===== src/hw/rtl/circle_point_generator_unit_assert.svh =====
// Assertion macros shared by the circle point generator RTL.
// Each macro samples on clk and is disabled while arst_n is low.
`ifndef CIRCLE_POINT_GENERATOR_UNIT_ASSERT_SVH
`define CIRCLE_POINT_GENERATOR_UNIT_ASSERT_SVH
`ifndef ASSERT_OFF
`define CPG_ASSERT_SAME(lbl, ante, cons, msg) \
	lbl: assert property (@(posedge clk) disable iff (!arst_n) (ante) |-> (cons)) \
		else $error(msg);
`define CPG_ASSERT_NEXT(lbl, ante, cons, msg) \
	lbl: assert property (@(posedge clk) disable iff (!arst_n) (ante) |=> (cons)) \
		else $error(msg);
`else
`define CPG_ASSERT_SAME(lbl, ante, cons, msg)
`define CPG_ASSERT_NEXT(lbl, ante, cons, msg)
`endif
`endif


===== src/hw/rtl/cpg_pkg.sv =====
// Package of the circle point generator: widths, codes and the step record type.
// No dependencies.
`timescale 1ns / 1ps
package cpg_pkg;
	localparam int COORD_BITS  = 12;
	localparam int SCREEN_BITS = COORD_BITS + 2;
	localparam int DEC_BITS    = COORD_BITS + 4;
	localparam int CENTER_BITS = 12;
	localparam int RADIUS_BITS = 11;
	localparam int CFG_IDX_BITS = 2;

	typedef logic signed [COORD_BITS-1:0]  coord_t;
	typedef logic        [COORD_BITS-1:0]  ucoord_t;
	typedef logic signed [SCREEN_BITS-1:0] scr_t;
	typedef logic signed [DEC_BITS-1:0]    dec_t;
	typedef logic signed [CENTER_BITS-1:0] center_t;
	typedef logic        [RADIUS_BITS-1:0] radius_t;
	typedef logic        [CFG_IDX_BITS-1:0] cfg_idx_t;

	localparam logic REQ_START   = 1'b0;
	localparam logic REQ_ADVANCE = 1'b1;
	localparam logic ALGO_BRES   = 1'b0;
	localparam logic ALGO_MID    = 1'b1;

	localparam cfg_idx_t CFG_ALGORITHM = 2'd0;
	localparam cfg_idx_t CFG_ORIGIN_X  = 2'd1;
	localparam cfg_idx_t CFG_ORIGIN_Y  = 2'd2;

	localparam ucoord_t ORIGIN_X_RST = ucoord_t'(319);
	localparam ucoord_t ORIGIN_Y_RST = ucoord_t'(239);

	// One decided step: screen centre, step values and the done flag.
	typedef struct packed {
		scr_t   cx;
		scr_t   cy;
		coord_t x;
		coord_t y;
		logic   done;
	} step_t;

	typedef struct packed {
		logic  push;
		step_t data;
	} push_t;

	typedef struct packed {
		logic  full;
		logic  head_valid;
		step_t head;
	} queue_stat_t;
endpackage


===== src/hw/rtl/cpg_in_if.sv =====
// Request channel of the circle point generator.
// Depends on cpg_pkg.
`timescale 1ns / 1ps
interface cpg_in_if;
	logic              valid;
	logic              ready;
	logic              req_type;
	cpg_pkg::center_t  center_x;
	cpg_pkg::center_t  center_y;
	cpg_pkg::radius_t  radius;
	modport source (output valid, req_type, center_x, center_y, radius, input ready);
	modport sink   (input valid, req_type, center_x, center_y, radius, output ready);
endinterface


===== src/hw/rtl/cpg_out_if.sv =====
// Pixel channel of the circle point generator.
// Depends on cpg_pkg.
`timescale 1ns / 1ps
interface cpg_out_if;
	logic          valid;
	logic          ready;
	cpg_pkg::scr_t pixel_x;
	cpg_pkg::scr_t pixel_y;
	logic          pixel_color;
	logic          last_of_step;
	logic          circle_done;
	modport source (output valid, pixel_x, pixel_y, pixel_color, last_of_step, circle_done,
		input ready);
	modport sink   (input valid, pixel_x, pixel_y, pixel_color, last_of_step, circle_done,
		output ready);
endinterface


===== src/hw/rtl/cpg_cfg_if.sv =====
// Register write channel of the circle point generator.
// Depends on cpg_pkg.
`timescale 1ns / 1ps
interface cpg_cfg_if;
	logic               valid;
	logic               ready;
	cpg_pkg::cfg_idx_t  index;
	cpg_pkg::ucoord_t   data;
	modport source (output valid, index, data, input ready);
	modport sink   (input valid, index, data, output ready);
endinterface


===== src/hw/rtl/circle_point_generator_unit.sv =====
// Circle point generator top level: front end, step queue and pixel back end.
// Depends on cpg_pkg, the channel interfaces, cpg_front, cpg_queue and cpg_back.
//
// Usage: write algorithm (index 0), origin_x (1) and origin_y (2) on cfg while idle;
// cfg is always ready. Each request on req is either a start (centre, radius) or an
// advance. A start, or an advance while a circle runs, yields eight pixels on pix,
// one per cycle while pix is ready, last_of_step on the eighth; circle_done marks
// the final step. An advance with no circle running is accepted and yields nothing.
// An accepted step is written into the step queue, and the back end then loads its
// pixels one by one from the queue head into the single pixel output register; the
// two-entry step queue holds the step being drawn and one more, so req takes one
// request ahead of the pixels still draining.
// When pix stalls, the pixel register holds, the queue fills and req.ready drops.
// Reset clears the step state and queue; algorithm resets to Bresenham, origin to
// (319, 239).
`timescale 1ns / 1ps
module circle_point_generator_unit (
	input  logic     clk,
	input  logic     arst_n,
	cpg_in_if.sink   req,
	cpg_cfg_if.sink  cfg,
	cpg_out_if.source pix
);
	import cpg_pkg::*;

	push_t       qpush;
	queue_stat_t qstat;
	logic        pop;

	cpg_front u_front (
		.clk   (clk),
		.arst_n(arst_n),
		.req   (req),
		.cfg   (cfg),
		.qstat (qstat),
		.qpush (qpush)
	);

	cpg_queue u_queue (
		.clk   (clk),
		.arst_n(arst_n),
		.qpush (qpush),
		.pop   (pop),
		.qstat (qstat)
	);

	cpg_back u_back (
		.clk   (clk),
		.arst_n(arst_n),
		.qstat (qstat),
		.pop   (pop),
		.pix   (pix)
	);
endmodule


===== src/hw/rtl/cpg_front.sv =====
// Front end: config registers, request decode and one decision step per start or per advance of a running circle.
// Depends on cpg_pkg, cpg_in_if and cpg_cfg_if.
`timescale 1ns / 1ps
module cpg_front (
	input  logic                  clk,
	input  logic                  arst_n,
	cpg_in_if.sink                req,
	cpg_cfg_if.sink               cfg,
	input  cpg_pkg::queue_stat_t  qstat,
	output cpg_pkg::push_t        qpush
);
	import cpg_pkg::*;

	logic    algo_q;
	ucoord_t origin_x_q;
	ucoord_t origin_y_q;
	coord_t  step_x_q;
	coord_t  step_y_q;
	dec_t    decision_q;
	scr_t    screen_cx_q;
	scr_t    screen_cy_q;
	logic    active_q;

	logic    accept;
	logic    is_start;
	coord_t  nx, ny;
	dec_t    nd, r_dec;
	scr_t    ncx, ncy;
	logic    ndone;

	assign cfg.ready = 1'b1;
	assign req.ready = !qstat.full;
	assign accept    = req.valid && req.ready;
	assign is_start  = (req.req_type == REQ_START);

	always_comb begin
		r_dec = dec_t'($signed({1'b0, req.radius}));
		nx  = step_x_q;
		ny  = step_y_q;
		nd  = decision_q;
		ncx = screen_cx_q;
		ncy = screen_cy_q;
		if (is_start) begin
			ncx = scr_t'({2'b00, origin_x_q}) + scr_t'(req.center_x);
			ncy = scr_t'({2'b00, origin_y_q}) - scr_t'(req.center_y);
			if (algo_q == ALGO_MID) begin
				nx = coord_t'($signed({1'b0, req.radius}));
				ny = '0;
				nd = dec_t'(1) - r_dec;
			end else begin
				nx = '0;
				ny = coord_t'($signed({1'b0, req.radius}));
				nd = dec_t'(3) - (r_dec <<< 1);
			end
		end else if (algo_q == ALGO_MID) begin
			ny = step_y_q + coord_t'(1);
			if (decision_q <= dec_t'(0)) begin
				nd = decision_q + (dec_t'(ny) <<< 1) + dec_t'(1);
			end else begin
				nx = step_x_q - coord_t'(1);
				nd = decision_q + (dec_t'(ny) <<< 1) - (dec_t'(nx) <<< 1) + dec_t'(1);
			end
		end else begin
			nx = step_x_q + coord_t'(1);
			if (decision_q > dec_t'(0)) begin
				ny = step_y_q - coord_t'(1);
				nd = decision_q + (dec_t'(nx) <<< 2) - (dec_t'(ny) <<< 2) + dec_t'(10);
			end else begin
				nd = decision_q + (dec_t'(nx) <<< 2) + dec_t'(6);
			end
		end
		ndone = (algo_q == ALGO_MID) ? (nx < ny) : (ny < nx);
	end

	assign qpush.push      = accept && (is_start || active_q);
	assign qpush.data.cx   = ncx;
	assign qpush.data.cy   = ncy;
	assign qpush.data.x    = nx;
	assign qpush.data.y    = ny;
	assign qpush.data.done = ndone;

	always_ff @(posedge clk or negedge arst_n) begin
		if (!arst_n) begin
			algo_q     <= ALGO_BRES;
			origin_x_q <= ORIGIN_X_RST;
			origin_y_q <= ORIGIN_Y_RST;
		end else if (cfg.valid) begin
			case (cfg.index)
				CFG_ALGORITHM: algo_q     <= cfg.data[0];
				CFG_ORIGIN_X:  origin_x_q <= cfg.data;
				CFG_ORIGIN_Y:  origin_y_q <= cfg.data;
				default: ;
			endcase
		end
	end

	always_ff @(posedge clk or negedge arst_n) begin
		if (!arst_n) begin
			step_x_q    <= '0;
			step_y_q    <= '0;
			decision_q  <= '0;
			screen_cx_q <= '0;
			screen_cy_q <= '0;
			active_q    <= 1'b0;
		end else if (qpush.push) begin
			step_x_q    <= nx;
			step_y_q    <= ny;
			decision_q  <= nd;
			screen_cx_q <= ncx;
			screen_cy_q <= ncy;
			active_q    <= !ndone;
		end
	end
endmodule


===== src/hw/rtl/cpg_queue.sv =====
// Two-entry queue of decided steps between front end and pixel back end.
// Depends on cpg_pkg.
`timescale 1ns / 1ps
module cpg_queue (
	input  logic                  clk,
	input  logic                  arst_n,
	input  cpg_pkg::push_t        qpush,
	input  logic                  pop,
	output cpg_pkg::queue_stat_t  qstat
);
	import cpg_pkg::*;

	step_t      mem [2];
	logic       wr_ptr_q;
	logic       rd_ptr_q;
	logic [1:0] count_q;

	assign qstat.full       = (count_q == 2'd2);
	assign qstat.head_valid = (count_q != 2'd0);
	assign qstat.head       = mem[rd_ptr_q];

	always_ff @(posedge clk) begin
		if (qpush.push) begin
			mem[wr_ptr_q] <= qpush.data;
		end
	end

	always_ff @(posedge clk or negedge arst_n) begin
		if (!arst_n) begin
			wr_ptr_q <= 1'b0;
			rd_ptr_q <= 1'b0;
			count_q  <= 2'd0;
		end else begin
			if (qpush.push) wr_ptr_q <= !wr_ptr_q;
			if (pop)        rd_ptr_q <= !rd_ptr_q;
			case ({qpush.push, pop})
				2'b10:   count_q <= count_q + 2'd1;
				2'b01:   count_q <= count_q - 2'd1;
				default: count_q <= count_q;
			endcase
		end
	end

	`include "circle_point_generator_unit_assert.svh"
	`CPG_ASSERT_SAME(a_no_push_full, qpush.push, !qstat.full, "push into full queue")
	`CPG_ASSERT_SAME(a_no_pop_empty, pop, qstat.head_valid, "pop from empty queue")
	`CPG_ASSERT_SAME(a_count_range, 1'b1, count_q != 2'd3, "queue count out of range")
endmodule


===== src/hw/rtl/cpg_back.sv =====
// Back end: walks the eight octant pixels of the head step into an output register.
// Depends on cpg_pkg and cpg_out_if.
`timescale 1ns / 1ps
module cpg_back (
	input  logic                  clk,
	input  logic                  arst_n,
	input  cpg_pkg::queue_stat_t  qstat,
	output logic                  pop,
	cpg_out_if.source             pix
);
	import cpg_pkg::*;

	logic [2:0] oct_q;
	logic       out_valid_q;
	scr_t       px_q, py_q;
	logic       color_q, last_q, done_q;

	logic       load;
	scr_t       sx, sy, offx, offy;

	assign load = qstat.head_valid && (!out_valid_q || pix.ready);
	assign pop  = load && (oct_q == 3'd7);

	assign sx = scr_t'(qstat.head.x);
	assign sy = scr_t'(qstat.head.y);

	always_comb begin
		case (oct_q)
			3'd0:    begin offx =  sy; offy =  sx; end
			3'd1:    begin offx =  sx; offy =  sy; end
			3'd2:    begin offx =  sx; offy = -sy; end
			3'd3:    begin offx =  sy; offy = -sx; end
			3'd4:    begin offx = -sy; offy = -sx; end
			3'd5:    begin offx = -sx; offy = -sy; end
			3'd6:    begin offx = -sx; offy =  sy; end
			3'd7:    begin offx = -sy; offy =  sx; end
			default: begin offx = sy;  offy = sx;  end
		endcase
	end

	always_ff @(posedge clk or negedge arst_n) begin
		if (!arst_n) begin
			oct_q       <= 3'd0;
			out_valid_q <= 1'b0;
		end else begin
			if (load) begin
				oct_q       <= oct_q + 3'd1;
				out_valid_q <= 1'b1;
			end else if (pix.ready) begin
				out_valid_q <= 1'b0;
			end
		end
	end

	always_ff @(posedge clk) begin
		if (load) begin
			px_q    <= qstat.head.cx + offx;
			py_q    <= qstat.head.cy + offy;
			color_q <= oct_q[0];
			last_q  <= (oct_q == 3'd7);
			done_q  <= qstat.head.done;
		end
	end

	assign pix.valid        = out_valid_q;
	assign pix.pixel_x      = px_q;
	assign pix.pixel_y      = py_q;
	assign pix.pixel_color  = color_q;
	assign pix.last_of_step = last_q;
	assign pix.circle_done  = done_q;

	`include "circle_point_generator_unit_assert.svh"
	`CPG_ASSERT_SAME(a_idle_octant, !qstat.head_valid, oct_q == 3'd0, "octant not at zero")
	`CPG_ASSERT_SAME(a_last_red, out_valid_q && last_q, color_q, "last pixel not red")
	`CPG_ASSERT_NEXT(a_load_shows, load, out_valid_q, "loaded pixel not shown")
endmodule


===== src/flat_wrapper.sv =====
// flat-port wrapper written by rule: the top's interface ports become plain ports
module circle_point_generator_unit_flat import cpg_pkg::*;
  (clk, arst_n, req_valid, req_req_type, req_center_x, req_center_y, req_radius, req_ready, cfg_valid, cfg_index, cfg_data, cfg_ready, pix_valid, pix_pixel_x, pix_pixel_y, pix_pixel_color, pix_last_of_step, pix_circle_done, pix_ready);
  cpg_in_if req_i ();
  cpg_cfg_if cfg_i ();
  cpg_out_if pix_i ();
  input  logic clk;
  input  logic arst_n;
  input wire logic [$bits(req_i.valid)-1:0] req_valid;
  input wire logic [$bits(req_i.req_type)-1:0] req_req_type;
  input wire logic [$bits(req_i.center_x)-1:0] req_center_x;
  input wire logic [$bits(req_i.center_y)-1:0] req_center_y;
  input wire logic [$bits(req_i.radius)-1:0] req_radius;
  output wire logic [$bits(req_i.ready)-1:0] req_ready;
  input wire logic [$bits(cfg_i.valid)-1:0] cfg_valid;
  input wire logic [$bits(cfg_i.index)-1:0] cfg_index;
  input wire logic [$bits(cfg_i.data)-1:0] cfg_data;
  output wire logic [$bits(cfg_i.ready)-1:0] cfg_ready;
  output wire logic [$bits(pix_i.valid)-1:0] pix_valid;
  output wire logic [$bits(pix_i.pixel_x)-1:0] pix_pixel_x;
  output wire logic [$bits(pix_i.pixel_y)-1:0] pix_pixel_y;
  output wire logic [$bits(pix_i.pixel_color)-1:0] pix_pixel_color;
  output wire logic [$bits(pix_i.last_of_step)-1:0] pix_last_of_step;
  output wire logic [$bits(pix_i.circle_done)-1:0] pix_circle_done;
  input wire logic [$bits(pix_i.ready)-1:0] pix_ready;
  assign req_i.valid = req_valid;
  assign req_i.req_type = req_req_type;
  assign req_i.center_x = req_center_x;
  assign req_i.center_y = req_center_y;
  assign req_i.radius = req_radius;
  assign req_ready = req_i.ready;
  assign cfg_i.valid = cfg_valid;
  assign cfg_i.index = cfg_index;
  assign cfg_i.data = cfg_data;
  assign cfg_ready = cfg_i.ready;
  assign pix_valid = pix_i.valid;
  assign pix_pixel_x = pix_i.pixel_x;
  assign pix_pixel_y = pix_i.pixel_y;
  assign pix_pixel_color = pix_i.pixel_color;
  assign pix_last_of_step = pix_i.last_of_step;
  assign pix_circle_done = pix_i.circle_done;
  assign pix_i.ready = pix_ready;
  circle_point_generator_unit u_core (.clk(clk), .arst_n(arst_n), .req(req_i), .cfg(cfg_i), .pix(pix_i));
endmodule

===== config.mk =====
export PLATFORM = sky130hd
export DESIGN_NAME = circle_point_generator_unit_flat
export DESIGN_NICKNAME = d
export VERILOG_FILES = /design/src/hw/rtl/cpg_pkg.sv /design/src/hw/rtl/cpg_in_if.sv /design/src/hw/rtl/cpg_out_if.sv /design/src/hw/rtl/cpg_cfg_if.sv /design/src/hw/rtl/circle_point_generator_unit.sv /design/src/hw/rtl/cpg_front.sv /design/src/hw/rtl/cpg_queue.sv /design/src/hw/rtl/cpg_back.sv /design/src/flat_wrapper.sv
export VERILOG_INCLUDE_DIRS = /design/src /design/src/hw/rtl
export SDC_FILE = /design/constraint.sdc
export NUM_CORES = 1
export LEC_CHECK = 0
export BUFFER_PORTS_ARGS = -buffer_cell sky130_fd_sc_hd__buf_2
export CAP_MARGIN = 20
export CELL_PAD_IN_SITES_DETAIL_PLACEMENT = 0
export CELL_PAD_IN_SITES_GLOBAL_PLACEMENT = 1
export CORE_MARGIN = 8
export CORE_UTILIZATION = 49
export CTS_CLUSTER_DIAMETER = 80
export DETAILED_ROUTE_END_ITERATION = 10
export HOLD_SLACK_MARGIN = 0.12
export PLACE_DENSITY = 0.87
export SLEW_MARGIN = 10
export SYNTH_ARGS = -nofsm -noshare
export SYNTH_HDL_FRONTEND = slang
export SYNTH_SLANG_ARGS = --single-unit

===== constraint.sdc =====
create_clock -name clk -period 5.43 [get_ports clk]
set_input_delay 1.086 -clock clk [delete_from_list [all_inputs] [get_ports clk]]
set_output_delay 1.086 -clock clk [all_outputs]
set_load 0.005 [all_outputs]

==> impl_metrics.tcl <==
set metrics [dict create \
    place_congestion 0.917 \
    grt_pass1_wl_um 78800 \
    period_needed_ns 5.02 \
    drive_gt1_share_pct 15.0 \
    synth_fp_nets 2149 \
    crit_path_end_kind "register" \
    yosysWarnings 0 \
    nFillCells 3233 \
    period_share_pct 92.5 \
    startpoint_type "register" \
    diodes 0 \
    antenna_found_initial 0 \
    initialDrtViolationCount 1021 \
    coreArea_sq_mm 0.0365 \
    rr_worst_depth 22 \
    die_h_um 209 \
    worst_skew_pair.late_latency_ns 0.58 \
    yosysUniqueCellTypes 80 \
    die_area_sq_mm 0.0435 \
    drcViolationCount 0 \
    yosys-top-cells-area "edfxtp_1 (23%), dfrtp_1 (12%), ha_1 (11%)" \
    firstDrtPassIters 5 \
    route.antenna.remaining_nets 0 \
    fin_worst_skew_ns 0.0247 \
    gr-total-overflow 0 \
    vias 14600 \
    max_slew_margin_pct 41.2 \
    cts_buffer_depth 3 \
    ctsHoldBuffers 0 \
    row_count 70 \
    setup_viol 0 \
    cts.sinks 239 \
    syn_inst 1924 \
    path_max_fanout 9 \
    dp.cells 2436 \
    instances_no_fill 2486 \
    root_buffer "clkbuf_16" \
    syn_area_sq_mm 0.0182 \
    cap_violations 0 \
    ys_seq_elements 239 \
    async_reset_ff_share_pct 42.7 \
    final.setup.tns_ns 0 \
    synth.yosys.seq_area_share_pct 36.8 \
    die-width_um 209 \
    slew_violations 0 \
    yosysTopAreaCell "edfxtp_1" \
    startpoint "u_core.u_front.step_y_q[0]" \
    grt_pass1_vias 14400 \
    synth_edf_count 137 \
    cts_tree "built" \
    crit_arrival_ns 5.53 \
    final_cell_mix "nand2_1 (212), ha_1 (163), edfxtp_1 (137)" \
    rsz0062_at_grt "false" \
    numPortBuffers 87 \
    final_common_cell "nand2_1" \
    place_area_sq_mm 0.0192 \
    syn_avg_cell_area_sq_um 9.44 \
    reg2reg_to "u_core.u_front.decision_q[15]" \
    grt.total_usage_pct 22.3 \
    dpl.hpwl_um 38100 \
    cts_inserted_buffers 27 \
    crit_required_ns 5.94 \
    hold_class "in -> async" \
    reg2reg_from "u_core.u_front.step_y_q[0]" \
    timing.hold.ws_ns 0.457 \
    via_per_inst 5.85 \
    clk_pin_slew_ns 0.07 \
    final_area_sq_mm 0.0201 \
    crit_path_end "u_core.u_front.decision_q[15]" \
    status "completed" \
    num-nets-final 2222 \
    io_pins 89 \
    rrSetupSlack_ns 0.41 \
    path_class "reg -> reg" \
    wl_um 49700 \
    hold_violations 0 \
    start_util_pct 49.7 \
    worst_pin_slew_ns 0.882 \
    syn2layout_area_growth_pct 10.7 \
    timing.fmax_mhz 199 \
    wire_per_inst_um 20.0 \
    grt_start_max_net_pins 54 \
    synth_top_cell_area_share_pct 22.6 \
    ys.flop_type "edfxtp_1" \
    htreeDepth 1 \
]
registers in the layout (all words and copies together) (netlist names):
name                            count
u_core.u_front.origin_y_q          12
u_core.u_back.pix.pixel_color       1
u_core.u_queue.mem                106
u_core.u_queue.wr_ptr_q             1
u_core.u_front.screen_cy_q         14
u_core.u_front.algo_q               1
u_core.u_front.screen_cx_q         14
u_core.u_queue.count_q              2
u_core.u_front.step_y_q            12
u_core.u_queue.rd_ptr_q             1
u_core.u_front.origin_x_q          12
u_core.u_front.decision_q          16
u_core.u_front.step_x_q            12
u_core.u_back.pix.valid             1
u_core.u_back.pix.circle_done       1
u_core.u_back.oct_q                 3
u_core.u_back.pix.last_of_step      1
u_core.u_back.pix.pixel_x          14
u_core.u_back.pix.pixel_y          14
u_core.u_front.active_q             1
cell families (layout without fill, tap and decap cells):
kind of cell,after synthesis,in the layout,share of synthesized area [%]
flip-flops,239,239,36.8
AO/OA/AOI/OAI,464,464,16.0
buffers and inverters,180,274,3.87
XOR/XNOR,197,197,9.50
other,1,1,0.0206
adder cells (fa/ha/maj),170,170,12.0
AND/OR/NAND/NOR,554,554,14.3
multiplexers,119,119,7.45
stage by stage:
stage / setup WS [ns] / utilization (%)
finish: 0.408 / 55.1
global route: 0.0558 / 55.1
CTS: 0.271 / 54.9
detailed placement: 0.293 / 52.5
global placement: 0.370 / 52.5
floorplan: 0.686 / -
metal layers:
| layer | part of all wire, % | vias to the layer above | wire, um | global-route usage (%) |
|---|---|---|---|---|
| li1 | - | 7114 | - | - |
| met1 | 47 | 7068 | 23200 | 30.6 |
| met2 | 47 | 313 | 23300 | 37.0 |
| met3 | 4.4 | 55 | 2200 | 2.60 |
| met4 | 2.0 | 0 | 980 | 5.61 |
| met5 | 0 | - | 0 | 0 |
worst min path at each step:
stage / from / endpoint / slack [ns] / cells past startpoint
global placement: u_core.u_front.screen_cy_q[1] / u_core.u_front.screen_cy_q[1] / 0.46 / 2
floorplan: u_core.u_front.active_q / u_core.u_front.active_q / 0.44 / 2
finish: arst_n / u_core.u_back.oct_q[2] / 0.46 / 1
detailed placement: u_core.u_front.screen_cy_q[2] / u_core.u_front.screen_cy_q[2] / 0.46 / 2
CTS: arst_n / u_core.u_back.oct_q[2] / 0.47 / 1
global route: arst_n / u_core.u_back.oct_q[2] / 0.48 / 1
critical path, stage by stage, from the launching register on:
cell and delay, ns:
dfrtp_2 0.48, nand3_1 0.15, nor2_1 0.19, and2_1 0.19, nand2_1 0.10, xnor2_2 0.25, ha_1 0.35, a2111oi_2 0.32
o21ai_1 0.15, a221oi_2 0.32, o21bai_1 0.13, a21oi_1 0.18, xor2_1 0.28, inv_1 0.12, ha_1 0.29, ha_1 0.34
nor3_1 0.21, nor2_1 0.08, a21o_1 0.17, a21oi_1 0.23, nor3_1 0.08, nand3b_1 0.17, a31oi_1 0.18
repair_timing:
item,in CTS,in global routing
gates resized for setup,0,8
setup buffers,0,0
endpoints found under the setup margin,0,2
layout make-up:
cell class	instances	area [sq um]	share of cell area (%)
inverters	98	368	1.83
flip-flops and latches	239	6690	33.3
clock inverters	22	199	0.989
multi-input cells	1505	10800	53.9
repair buffers	126	731	3.63
well taps	468	586	2.91
clock buffers	28	689	3.43
cell usage after synthesis (all sizes together), types with 11 or more instances:
library cell  count
nand2b           16
nor2b            15
inv              97
nand3            26
o21a             15
ha              163
o21ai           131
edfxtp          137
nor2            134
and3             22
nor3b            11
or3              17
dfstp            14
o31ai            14
mux2i            35
o22ai            18
a21oi           128
clkbuf           61
nor3             43
a21o             24
a31oi            17
o211ai           12
mux2             80
buf              21
nand2           212
a211oi           24
dfrtp            88
xor2             86
nand4            11
xnor2           111
Power is left out: the tool's default activity adds up to more than one toggle a clock period on the data nets, which glitch-free logic cannot reach.
